==> src/hw/rtl/smn_pkg.sv <==
// ----------------------------------------------------------------------------
// smn_pkg
// shared types, constants and helpers for the simon 32/64 cipher block
// ----------------------------------------------------------------------------
package smn_pkg;

    localparam int WORD_W     = 16;
    localparam int BLOCK_W    = 32;
    localparam int KEY_W      = 64;
    localparam int KEY_WORDS  = 4;
    localparam int ROUNDS_DEF = 32;
    localparam int Z_LEN      = 62;
    localparam int Z_IDX_W    = $clog2(Z_LEN);

    localparam logic [Z_LEN-1:0]  Z0_SEQ  = 62'h3E8958737D12B0E6;
    localparam logic [WORD_W-1:0] SCHED_C = 16'h0003;

    typedef logic [WORD_W-1:0] word_t;

    typedef enum logic [1:0] {
        ST_EXPAND,
        ST_IDLE,
        ST_RUN
    } state_t;

    localparam logic OP_ENCRYPT = 1'b0;
    localparam logic OP_DECRYPT = 1'b1;

    // word window used while expanding the key schedule
    typedef struct packed {
        word_t w0;
        word_t w1;
        word_t w2;
        word_t w3;
    } key_window_t;

    function automatic word_t rol(input word_t v, input int s);
        rol = (v << s) | (v >> (WORD_W - s));
    endfunction

    function automatic word_t ror(input word_t v, input int s);
        ror = (v >> s) | (v << (WORD_W - s));
    endfunction

    function automatic word_t mix_f(input word_t x);
        mix_f = (rol(x, 1) & rol(x, 8)) ^ rol(x, 2);
    endfunction

    // published order, leftmost bit is index 0
    function automatic logic z0_bit(input logic [Z_IDX_W-1:0] idx);
        z0_bit = Z0_SEQ[Z_IDX_W'(Z_LEN - 1) - idx];
    endfunction

endpackage

==> src/hw/rtl/smn_ram.sv <==
// ----------------------------------------------------------------------------
// smn_ram
// generic single write, single read ram with registered read data
// ----------------------------------------------------------------------------
module smn_ram
#(
    parameter int WIDTH = 16,
    parameter int DEPTH = 32
)
(
    input  logic                     clk,
    input  logic                     we,
    input  logic [$clog2(DEPTH)-1:0] waddr,
    input  logic [WIDTH-1:0]         wdata,
    input  logic [$clog2(DEPTH)-1:0] raddr,
    output logic [WIDTH-1:0]         rdata
);

    logic [WIDTH-1:0] mem [DEPTH];

    always_ff @(posedge clk)
    begin
        if (we)
        begin
            mem[waddr] <= wdata;
        end
        rdata <= mem[raddr];
    end

endmodule

==> src/hw/rtl/smn_round.sv <==
// ----------------------------------------------------------------------------
// smn_round
// one simon round, forward for encryption or inverse for decryption
// ----------------------------------------------------------------------------
module smn_round
    import smn_pkg::*;
(
    input  logic  dec,
    input  word_t x_in,
    input  word_t y_in,
    input  word_t round_key,
    output word_t x_out,
    output word_t y_out
);

    always_comb
    begin
        if (dec == OP_DECRYPT)
        begin
            x_out = y_in;
            y_out = x_in ^ mix_f(y_in) ^ round_key;
        end
        else
        begin
            x_out = y_in ^ mix_f(x_in) ^ round_key;
            y_out = x_in;
        end
    end

endmodule

==> src/hw/rtl/smn_key_step.sv <==
// ----------------------------------------------------------------------------
// smn_key_step
// one step of the m=4 key schedule from the last four round keys
// ----------------------------------------------------------------------------
module smn_key_step
    import smn_pkg::*;
(
    input  key_window_t         window,
    input  logic [Z_IDX_W-1:0]  z_idx,
    output word_t               new_key
);

    word_t t0;
    word_t t1;

    always_comb
    begin
        t0      = ror(window.w3, 3) ^ window.w1;
        t1      = t0 ^ ror(t0, 1);
        new_key = ~window.w0 ^ t1 ^ SCHED_C ^ {{(WORD_W-1){1'b0}}, z0_bit(z_idx)};
    end

endmodule

==> src/hw/rtl/simon32_64_block_cipher.sv <==
// ----------------------------------------------------------------------------
// simon32_64_block_cipher
// iterative simon 32/64 core, one round per cycle from a round-key ram
//
//   channel   signals                                   transfer when
//   input     start, busy, opcode, data_block           start && !busy
//   result    result_valid, result_block                result_valid
//   config    cfg_valid, cfg_ready, cfg_data            cfg_valid && cfg_ready
//
// a block runs its rounds through the shared round unit and is accepted only
// from idle, so a new block is not taken until the last one has finished
// reset and every key write run a key expansion into the ram, busy and
// cfg_ready are held off meanwhile
// the result strobe lasts one cycle; the receiver cannot stall
// ----------------------------------------------------------------------------
module simon32_64_block_cipher
    import smn_pkg::*;
#(
    parameter int ROUNDS = ROUNDS_DEF
)
(
    input  logic               clk,
    input  logic               rst_n,
    input  logic               start,
    output logic               busy,
    input  logic               opcode,
    input  logic [BLOCK_W-1:0] data_block,
    output logic               result_valid,
    output logic [BLOCK_W-1:0] result_block,
    input  logic               cfg_valid,
    output logic               cfg_ready,
    input  logic [KEY_W-1:0]   cfg_data
);

    localparam int CNT_W = $clog2(ROUNDS);
    localparam logic [CNT_W-1:0] LAST_CNT = CNT_W'(ROUNDS - 1);

    state_t             state_reg;
    state_t             state_next;
    logic [CNT_W-1:0]   cnt_reg;
    logic [CNT_W-1:0]   cnt_next;
    logic [KEY_W-1:0]   key_reg;
    logic               dec_reg;
    word_t              x_reg;
    word_t              y_reg;
    key_window_t        win_reg;
    logic               result_valid_reg;
    logic [BLOCK_W-1:0] result_block_reg;

    logic               item_xfer;
    logic               cfg_xfer;
    logic               last_step;
    logic [CNT_W-1:0]   step_next;
    logic [CNT_W-1:0]   raddr;
    word_t              rkey;
    word_t              sched_key;
    word_t              new_key;
    word_t              x_rnd;
    word_t              y_rnd;
    logic [Z_IDX_W-1:0] z_idx;

    assign item_xfer = start && !busy;
    assign cfg_xfer  = cfg_valid && cfg_ready;
    assign last_step = (cnt_reg == LAST_CNT);
    assign step_next = cnt_reg + CNT_W'(1);
    assign z_idx     = Z_IDX_W'(cnt_reg) - Z_IDX_W'(KEY_WORDS);

    // round-key read address, issued the cycle before its key is used
    always_comb
    begin
        if (state_reg == ST_RUN)
        begin
            raddr = (dec_reg == OP_DECRYPT) ? (LAST_CNT - step_next) : step_next;
        end
        else
        begin
            raddr = (opcode == OP_DECRYPT) ? LAST_CNT : '0;
        end
    end

    smn_key_step u_key_step
    (
        .window  (win_reg),
        .z_idx   (z_idx),
        .new_key (sched_key)
    );

    always_comb
    begin
        if (cnt_reg < CNT_W'(KEY_WORDS))
        begin
            new_key = key_reg[WORD_W*cnt_reg[1:0] +: WORD_W];
        end
        else
        begin
            new_key = sched_key;
        end
    end

    smn_ram
    #(
        .WIDTH (WORD_W),
        .DEPTH (ROUNDS)
    )
    u_key_ram
    (
        .clk   (clk),
        .we    (state_reg == ST_EXPAND),
        .waddr (cnt_reg),
        .wdata (new_key),
        .raddr (raddr),
        .rdata (rkey)
    );

    smn_round u_round
    (
        .dec       (dec_reg),
        .x_in      (x_reg),
        .y_in      (y_reg),
        .round_key (rkey),
        .x_out     (x_rnd),
        .y_out     (y_rnd)
    );

    // next state
    always_comb
    begin
        state_next = state_reg;
        cnt_next   = cnt_reg;
        case (state_reg)
            ST_EXPAND:
            begin
                cnt_next = step_next;
                if (last_step)
                begin
                    state_next = ST_IDLE;
                end
            end
            ST_IDLE:
            begin
                cnt_next = '0;
                if (cfg_xfer)
                begin
                    state_next = ST_EXPAND;
                end
                else if (item_xfer)
                begin
                    state_next = ST_RUN;
                end
            end
            ST_RUN:
            begin
                cnt_next = step_next;
                if (last_step)
                begin
                    state_next = ST_IDLE;
                end
            end
            default:
            begin
                state_next = ST_IDLE;
                cnt_next   = '0;
            end
        endcase
    end

    // outputs, a pending block goes ahead of a key write
    always_comb
    begin
        busy      = (state_reg != ST_IDLE);
        cfg_ready = (state_reg == ST_IDLE) && !start;
    end

    assign result_valid = result_valid_reg;
    assign result_block = result_block_reg;

    always_ff @(posedge clk or negedge rst_n)
    begin
        if (!rst_n)
        begin
            state_reg        <= ST_EXPAND;
            cnt_reg          <= '0;
            key_reg          <= '0;
            result_valid_reg <= 1'b0;
        end
        else
        begin
            state_reg        <= state_next;
            cnt_reg          <= cnt_next;
            result_valid_reg <= (state_reg == ST_RUN) && last_step;
            if (cfg_xfer)
            begin
                key_reg <= cfg_data;
            end
        end
    end

    always_ff @(posedge clk)
    begin
        if (state_reg == ST_EXPAND)
        begin
            win_reg <= '{w0: win_reg.w1, w1: win_reg.w2, w2: win_reg.w3, w3: new_key};
        end
        if (item_xfer && !cfg_xfer)
        begin
            dec_reg <= opcode;
            x_reg   <= data_block[WORD_W-1:0];
            y_reg   <= data_block[BLOCK_W-1:WORD_W];
        end
        else if (state_reg == ST_RUN)
        begin
            x_reg <= x_rnd;
            y_reg <= y_rnd;
        end
        if ((state_reg == ST_RUN) && last_step)
        begin
            result_block_reg <= {y_rnd, x_rnd};
        end
    end

endmodule

==> config.mk <==
export PLATFORM = sky130hd
export DESIGN_NAME = simon32_64_block_cipher
export DESIGN_NICKNAME = d
export VERILOG_FILES = /design/src/hw/rtl/smn_pkg.sv /design/src/hw/rtl/smn_ram.sv /design/src/hw/rtl/smn_round.sv /design/src/hw/rtl/smn_key_step.sv /design/src/hw/rtl/simon32_64_block_cipher.sv
export SDC_FILE = /design/constraint.sdc
export NUM_CORES = 1
export LEC_CHECK = 0
export ABC_AREA = 1
export BUFFER_PORTS_ARGS = -buffer_cell sky130_fd_sc_hd__buf_2
export CELL_PAD_IN_SITES_DETAIL_PLACEMENT = 1
export CELL_PAD_IN_SITES_GLOBAL_PLACEMENT = 2
export CORE_UTILIZATION = 44
export DETAILED_ROUTE_END_ITERATION = 8
export PLACE_DENSITY = 0.87
export SLEW_MARGIN = 20
export SYNTH_ARGS = -nofsm -noshare
export SYNTH_HDL_FRONTEND = slang
export SYNTH_SLANG_ARGS = --single-unit
==> constraint.sdc <==
create_clock -name clk -period 10.8 [get_ports clk]
set_clock_uncertainty 0.1 [all_clocks]
set_input_delay 3.24 -clock clk [delete_from_list [all_inputs] [get_ports clk]]
set_output_delay 3.24 -clock clk [all_outputs]
set_load 0.01 [all_outputs]
==> metrics.md <==
| Metric | Value |
|---|---|
| Status | complete, no violations |
| DRC | 0 |
| Tmin final | 7.005 ns |
| Syn_nets | 3,268 |
| Least-Margin Pin Slew | 1.127 ns |
| GRT Resource Usage Total | 25.50% |
| Slew headroom | 24.84% |
| Overall routed net length | 96,240 um |
| Rows | 99 |
| ANT nets after route | 0 |
| Drt initial violations | 1,994 |
| Sequential-to-total area share from yosys stat | 65.06% |
| Largest net degree at the start of global routing | 134 |
| Critical path launch point type | input port |
| Setup crit end kind | output port |
| F_max | 142.8 MHz |
| Gpl congestion | 0.7943 |
| Setup TNS | 0 ns |
| Die area | 75,750 um^2 |
| Drt via density | 5.451 |
| CTS max path bufs | 3 |
| Final Util | 50.40% |
| Fin area | 37,020 um^2 |
| Endpoints failing setup | 0 |
| Synth cell types | 28 |
| Hold Violations, Final | 0 |
| Post-layout nets | 3,379 |
| Io pins | 136 |
| CTS tree | yes |
| Die H | 275.2 um |
| TritonRoute pass-1 iters | 5 |
| Core footprint | 73,450 um^2 |
| H-tree levels | 3 |
| RSZ-0062 raised after global routing | no |
| CTS root buf | clkbuf_16 |
| DR vias | 23.38k |
| Share of cells above drive strength 1 | 10.37% |
| Critical path class | in -> out |
| Clock sinks | 729 |
| LEAKAGE | 15.55 nW |
| Clk_lat worst skew | 0.62 ns |
| DP HPWL | 56,270 um |
| Number of flip-flops under the largest register name | 512 |
| Yosys warning count | 0 |
| Most common cell after layout, fill and taps aside | nand2_1 |
| CTS Hold Buffers Added | 0 |
| Initial core utilization | 44.72% |
| Vias in the first global route | 25.04k |
| Post-CTS sizing | 0 |
| Buffer count from post-CTS setup fixing | 0 |
| Routed wire length per instance | 22.44 um |
| Critical Path RT | 7.46 ns |
| Mapped Cells | 3,157 |
| Critical Path AT | 3.66 ns |
| Placed inst area | 34,530 um^2 |
| # Max-Cap Violations | 0 |
| Clock transition at path regs | 0.06 ns |
| Antenna violations before repair | 2 |
| First-pass GRT wire length | 145,900 um |
| Count of state elements after synthesis | 729 |
| CP max FO | 3 |
| Mapped cell area | 32,850 um^2 |
| Layout area overhead | 12.70% |
| Filler instances | 8,061 |
| Die width | 275.2 um |
| Grt ovf | 0 |
| Peak supply drop | 0.3888 mV |
| Final Max Slew Viols | 0 |
| PwrDens | 366.2 nW/um^2 |
| Total CTS buffers | 79 |
| Buffers on Ports | 135 |
| Tcrit/Tclk final | 64.86% |
| Avg Inst Size Synth | 10.41 um^2 |
| Most frequent cells in the layout | nand2_1 (736), nand3_1 (669), edfxtp_1 (641) |
| HP Class | reg -> reg |
-- metrics by stage --
stage	power, mW	hold slack [ns]	instances	worst slack (ns)
floorplan	8.634	0.3003	3157	4.021
global placement	10.69	0.3011	4146	3.744
detailed placement	10.96	0.3065	4146	3.789
CTS	13.63	0.3208	4287	3.787
global route	14.24	0.3267	4287	3.743
finish	13.56	0.3202	4289	3.795
-- worst paths after layout --
path | start | end | slack, ns | cells past startpoint
hold reg to reg | win_reg[23]$_DFFE_PP_ | win_reg[39]$_DFFE_PP_ | 0.32 | 0
hold / removal | win_reg[23]$_DFFE_PP_ | win_reg[39]$_DFFE_PP_ | 0.32 | 0
setup reg to reg | dec_reg$_DFFE_PP_ | u_key_ram.rdata[11]$_DFF_P_ | 5.74 | 12
max in group asynchronous | rst_n | key_reg[2]$_DFFE_PN0P_ | 7.25 | 2
setup / recovery | start | cfg_ready | 3.80 | 3
min in group asynchronous | rst_n | key_reg[12]$_DFFE_PN0P_ | 2.77 | 2
-- cells by family (layout without fill, tap and decap cells) --
| family | Yosys count | in the layout | share of synthesized area (%) |
|---|---|---|---|
| AND/OR/NAND/NOR | 1588 | 1588 | 21.91 |
| flip-flops | 729 | 729 | 65.06 |
| buffers and inverters | 623 | 794 | 7.671 |
| XOR/XNOR | 147 | 147 | 3.919 |
| AO/OA/AOI/OAI | 60 | 60 | 1.059 |
| adder cells (fa/ha/maj) | 10 | 10 | 0.3809 |
| other | 0 | 2 | 0 |
-- worst max-delay path, stage by stage --
cell    delay (ns)
buf_2         0.11
nor2_1        0.15
buf_2         0.16
-- synthesized netlist by cell type, drive strengths merged --
master / n / area share [%]
buf: 117 / 1.9
o21ai: 33 / 0.50
ha: 10 / 0.38
nand3: 670 / 10
clkbuf: 60 / 0.69
xnor2: 82 / 2.2
clkinv: 1 / 0.011
nor2: 76 / 0.92
o31ai: 2 / 0.046
xor2: 65 / 1.7
nand3b: 98 / 2.2
o22ai: 12 / 0.23
nand2: 744 / 8.5
dfrtp: 72 / 5.5
a21oi: 9 / 0.16
inv: 445 / 5.1
a32o: 4 / 0.12
dfxtp: 16 / 0.98
edfxtp: 641 / 59
-- metal layers --
layer,GRT usage (%),vias up,share of wire (%)
met3,3.349,183,4.8
met5,0,-,0
met4,9.858,0,3.5
li1,-,10670,-
met1,32.47,11930,41
met2,44.19,606,51
-- power by group --
| group | total [mW] | internal [mW] | switching [mW] |
|---|---|---|---|
| sequential | 5.38 | 4.99 | 0.384 |
| combinational | 5.55 | 1.38 | 4.17 |
| clock | 2.63 | 1.52 | 1.11 |
-- area by class of cell --
| cell class | instances | area (um^2) | share of cell area, % |
|---|---|---|---|
| sequential | 729 | 21370 | 57.73 |
| antenna | 2 | 5.005 | 0.01352 |
| clock buffer | 107 | 2196 | 5.931 |
| timing repair buffer | 207 | 1216 | 3.285 |
| clock inverter | 34 | 277.8 | 0.7503 |
| multi-input combinational | 1805 | 9080 | 24.53 |
| inverter | 446 | 1675 | 4.525 |
| tap | 959 | 1200 | 3.241 |
Power figures use the tool's default switching activity.
